File: config.mk
export PLATFORM = sky130hd
export DESIGN_NAME = gha_ctrl
export DESIGN_NICKNAME = d
export VERILOG_FILES = /design/src/design/gha_pkg.sv /design/src/design/gha_ctrl.sv
export SDC_FILE = /design/constraint.sdc
export NUM_CORES = 1
export LEC_CHECK = 0
export ABC_CLOCK_PERIOD_IN_PS = 1520
export BUFFER_PORTS_ARGS = -buffer_cell sky130_fd_sc_hd__buf_2
export CAP_MARGIN = 25
export CORE_AREA = 8 8 45 47
export DETAILED_ROUTE_END_ITERATION = 10
export DIE_AREA = 0 0 53 55
export PLACE_DENSITY = 0.43
export SYNTH_ARGS = -nofsm -noshare
export SYNTH_HDL_FRONTEND = slang
export SYNTH_SLANG_ARGS = --single-unit
File: constraint.sdc
create_clock -name clk -period 1.52 [get_ports clk]
set_clock_uncertainty 0.15 [all_clocks]
set_input_delay 0.228 -clock clk [delete_from_list [all_inputs] [get_ports clk]]
set_output_delay 0.228 -clock clk [all_outputs]
set_load 0.03 [all_outputs]
File: src/design/gha_pkg.sv
// Shared types and constants for the generational handle allocator.
`default_nettype none
package gha_pkg;

	localparam int SLOTS_DEF = 1024;
	localparam int IDX_W     = 10;
	localparam int GEN_W     = 16;

	typedef enum logic [1:0] {
		KIND_ALLOC = 2'd0,
		KIND_FREE  = 2'd1,
		KIND_CHECK = 2'd2,
		KIND_CLEAR = 2'd3
	} kind_e_t;

	typedef enum logic [1:0] {
		ST_OK      = 2'd0,
		ST_INVALID = 2'd1,
		ST_FULL    = 2'd2
	} status_e_t;

	typedef enum logic [1:0] {
		RES_ZERO  = 2'd0,
		RES_FRESH = 2'd1,
		RES_POP   = 2'd2
	} res_sel_t;

	typedef struct packed {
		kind_e_t           kind;
		logic [IDX_W-1:0]  handle_index;
		logic [GEN_W-1:0]  handle_generation;
	} req_t;

	typedef struct packed {
		status_e_t         status;
		logic [IDX_W-1:0]  slot_out;
		logic [GEN_W-1:0]  generation_out;
	} rsp_t;

	// controller -> datapath
	typedef struct packed {
		logic       accept;
		logic       rd_pop;
		logic       do_fresh;
		logic       do_free;
		logic       do_pop;
		logic       do_clear;
		logic       emit;
		status_e_t  status;
		res_sel_t   res_sel;
	} cmd_t;

	// datapath -> controller
	typedef struct packed {
		kind_e_t  kind;
		logic     has_free;
		logic     fresh_avail;
		logic     handle_ok;
		logic     stack_full;
	} sts_t;

endpackage
`default_nettype wire

File: src/design/gha_ctrl.sv
// Request sequencer for the generational handle allocator.
`default_nettype none
module gha_ctrl (
	input  wire logic          clk,
	input  wire logic          arst_n,
	input  wire logic          start,
	output logic               busy,
	input  wire gha_pkg::sts_t sts,
	output gha_pkg::cmd_t      cmd
);
	import gha_pkg::*;

	typedef enum logic [2:0] {
		S_IDLE = 3'b001,
		S_LOOK = 3'b010,
		S_POP  = 3'b100
	} state_t;

	state_t state_q, state_d;

	always_ff @(posedge clk or negedge arst_n) begin
		if (!arst_n) begin
			state_q <= S_IDLE;
		end else begin
			state_q <= state_d;
		end
	end

	assign busy = (state_q != S_IDLE);

	always_comb begin
		cmd     = '0;
		state_d = state_q;
		case (state_q)
			S_IDLE: begin
				if (start) begin
					cmd.accept = 1'b1;
					state_d    = S_LOOK;
				end
			end
			S_LOOK: begin
				state_d = S_IDLE;
				case (sts.kind)
					KIND_ALLOC: begin
						if (sts.has_free) begin
							// second read: generation of the popped slot
							cmd.rd_pop = 1'b1;
							state_d    = S_POP;
						end else if (sts.fresh_avail) begin
							cmd.do_fresh = 1'b1;
							cmd.emit     = 1'b1;
							cmd.status   = ST_OK;
							cmd.res_sel  = RES_FRESH;
						end else begin
							cmd.emit   = 1'b1;
							cmd.status = ST_FULL;
						end
					end
					KIND_FREE: begin
						cmd.emit = 1'b1;
						if (sts.handle_ok && !sts.stack_full) begin
							cmd.do_free = 1'b1;
							cmd.status  = ST_OK;
						end else begin
							cmd.status = ST_INVALID;
						end
					end
					KIND_CHECK: begin
						cmd.emit   = 1'b1;
						cmd.status = sts.handle_ok ? ST_OK : ST_INVALID;
					end
					KIND_CLEAR: begin
						cmd.do_clear = 1'b1;
						cmd.emit     = 1'b1;
						cmd.status   = ST_OK;
					end
					default: begin
						cmd.emit   = 1'b1;
						cmd.status = ST_INVALID;
					end
				endcase
			end
			S_POP: begin
				cmd.do_pop  = 1'b1;
				cmd.emit    = 1'b1;
				cmd.status  = ST_OK;
				cmd.res_sel = RES_POP;
				state_d     = S_IDLE;
			end
			default: begin
				state_d = S_IDLE;
			end
		endcase
	end

endmodule
`default_nettype wire

==> impl_metrics.ini <==
[floorplanning]
overall_die_height_um = 55
core_region_area_um2 = 1380
effective_utilization_at_floorplan_pct = 17.0
std_cell_rows = 14
num_io_pins = 21
die_area_um2 = 2920
die-width_um = 53

[finish]
non_filler_cells_final = 76
design.final.nets = 70
n_fill_cell = 148
final_cell_mix = sky130_fd_sc_hd__buf_4, sky130_fd_sc_hd__buf_2, sky130_fd_sc_hd__buf_6
multi_input_comb_area_um2 = 191
largest_register_ffs = 3
top_regs = state_q: 3 flops
top_register = state_q
layout.cells.most_common = sky130_fd_sc_hd__buf_4
final-seq-area_um2 = 76.3
diodes = 0
area_growth_syn_to_layout_pct = 130
fraction_of_final_layout_cells_with_drive_strength_greater_than_1_pct = 68.3

[sta]
tightest_slew_ns = 0.289
final_hold_viol_count = 0
postLayoutSetupSlackWorst_ns = -0.208
maxSlewHeadroom_pct = 80.7
fin_crit_ns = 1.73
grt_setup_unrepaired = true
finalSetupViolations = 12
slew_viol_final = 0
max_freq_mhz = 579
layout_worst_path_cycle_share_pct = 114

[clock_network]
root_buffer = sky130_fd_sc_hd__clkbuf_4
clock_tree.htree_level_count = 1
clk_transition_reported_paths_ns = 0.04
number_of_clock_buffers_inserted_by_tritoncts = 3
clock_sink_count = 3
ctsLongestPathBuffers = 2
clock_latency_ns = 0.23
cts_tree = done

[worst_setup_path]
reg2reg_setup_slack_ns = 0.21
timing.critical_path.cells = nor3b_4 -> nand2_2 -> nor3_2 -> buf_4
crit_path_largest_cell_delay_ns = 0.40
cpMaxStageDelayCell = sky130_fd_sc_hd__dfrtp_1
arrival_ns = 1.35
path_max_fanout = 7
critical_path.startpoint_type = flip-flop
setup.worst_path.class = flip-flop to primary output
endpoint_kind = primary output
required_ns = 1.14

[detailed_routing]
drt_first_iter_violations = 0
route.detailed.wl_per_inst_um = 13.4
drt_via_density = 4.38
drtPass1Iterations = 1
vias = 333
detail-route-antenna-nets = 0
drc = 0
wirelength_mm = 1.02

[yosys]
net_count_after_synthesis = 38
warning_count_from_the_yosys_run = 0
synth_area_per_cell_um2 = 8.11
yosysSeqAreaShare_pct = 32.4
post_synth_mux_area_share_pct = 0
synth_top_family_by_area = simple AND/OR/NAND/NOR gates
post_synthesis_compound_gate_area_fraction_pct = 5.85
synth.largest_area_cell = sky130_fd_sc_hd__dfrtp_1
yosys.area.top_type_share_pct = 21.3
synthesis.instances = 29
ys_top_cells_by_area = sky130_fd_sc_hd__dfrtp_1, sky130_fd_sc_hd__and3_1, sky130_fd_sc_hd__dfstp_2
synthDistinctLibCells = 15
synthXorXnorAreaFrac_pct = 0
fraction_of_the_mapped_netlist_area_in_simple_logic_gates_pct = 56.9
synth-adder-area-share_pct = 0
synth.ff_latch_count = 3
mappedNetlistArea_um2 = 235

[pwr]
power_per_cell_area_nw_per_um2 = 719
max_rail_drop_vdd_v = 0.000173
cellLeakagePower_nw = 0.278

[place]
numPlacedInstances = 65
place_congestion = 0.673
detailed_place_hpwl_um = 644
placement.io_buffers = 20
post-place-ws_ns = -0.0583

[global_routing]
global_route_wire_length_before_repair_mm = 1.59
track_usage_pct = 7.60
pin_count_of_the_biggest_net_entering_global_routing = 8
vias_in_the_first_global_route = 380
globalRouteOverflowTotal = 0
initial_antenna_violation_count = 0

[run]
maxcap_viol_count = 0

[min_path]
hp-class = primary input to flip-flop

[outcome]
outcome = finished with violations
failing_checks = negative setup slack
==> stage by stage <==
step	instance area (µm²)	setup TNS, ns	util [%]	hold slack, ns	total power, mW
2_1_floorplan	249	-0.182	-	-0.218	0.152
3_3_place_gp	369	-0.0421	26.7	-0.120	0.185
3_5_place_dp	369	-0.0619	26.7	-0.121	0.185
4_1_cts	514	-1.67	37.2	0.105	0.391
5_1_grt	541	-3.08	39.1	0.116	0.421
6_report	541	-1.95	39.1	0.118	0.389
==> final timing paths <==
path,startpoint,endpoint,cells past startpoint
setup / recovery,state_q[2],cmd[7],4
hold / removal,sts[3],state_q[2],2
setup reg to reg,state_q[2],state_q[0],6
hold reg to reg,state_q[2],state_q[2],2
max in group asynchronous,arst_n,state_q[0],2
min in group asynchronous,arst_n,state_q[2],2
==> worst max-delay path: cells and delay by family (launching register included) <==
kind | cells | cell delay (ns)
buf+inv | 1 | 0.18
flops | 1 | 0.40
simple gates | 3 | 0.54
==> routing by layer <==
layer	track usage [%]	part of all wire (%)	wire, µm	vias to the layer above
met5	0	0	0	-
met4	7.76	0.49	5	0
met3	2.41	11	114	2
met2	11.7	47	474	21
met1	7.93	42	423	150
li1	-	-	-	160
==> synthesized netlist by cell type (all sizes together) <==
master	instances
a21o	1
a31oi	1
and3	5
buf	1
dfrtp	2
dfstp	1
inv	1
nand2	4
nand2b	1
nor2	5
nor2b	1
nor3	2
nor3b	4
==> final cells by class <==
class                      instances  share of cell area [%]
tap                               16                    3.70
clock buffer                       4                    4.86
sequential                         3                    14.1
inverter                           1                   0.694
timing repair buffer              28                    41.2
multi-input combinational         24                    35.4
==> logic make-up after synthesis <==
| kind of cell | Yosys count |
|---|---|
| buffers and inverters | 2 |
| AND/OR/NAND/NOR | 22 |
| flip-flops | 3 |
| AO/OA/AOI/OAI | 2 |
==> report_power, final <==
| group | total (mW) | switching, mW | leakage [nW] | internal, mW |
|---|---|---|---|---|
| registers | 0.0964 | 0.00698 | 0.0373 | 0.0894 |
| logic | 0.149 | 0.0757 | 0.225 | 0.0729 |
| clock network | 0.144 | 0.0452 | 0.0150 | 0.0986 |
| total | 0.389 | 0.128 | 0.278 | 0.261 |
==> what timing repair did <==
item,CTS,global route
pin swaps,4,6
endpoints found under the hold margin,3,0
gates resized for setup,22,5
hold buffers,1,0
buffers inserted,5,1
endpoints found under the setup margin,11,12
Power figures use the tool's default switching activity.
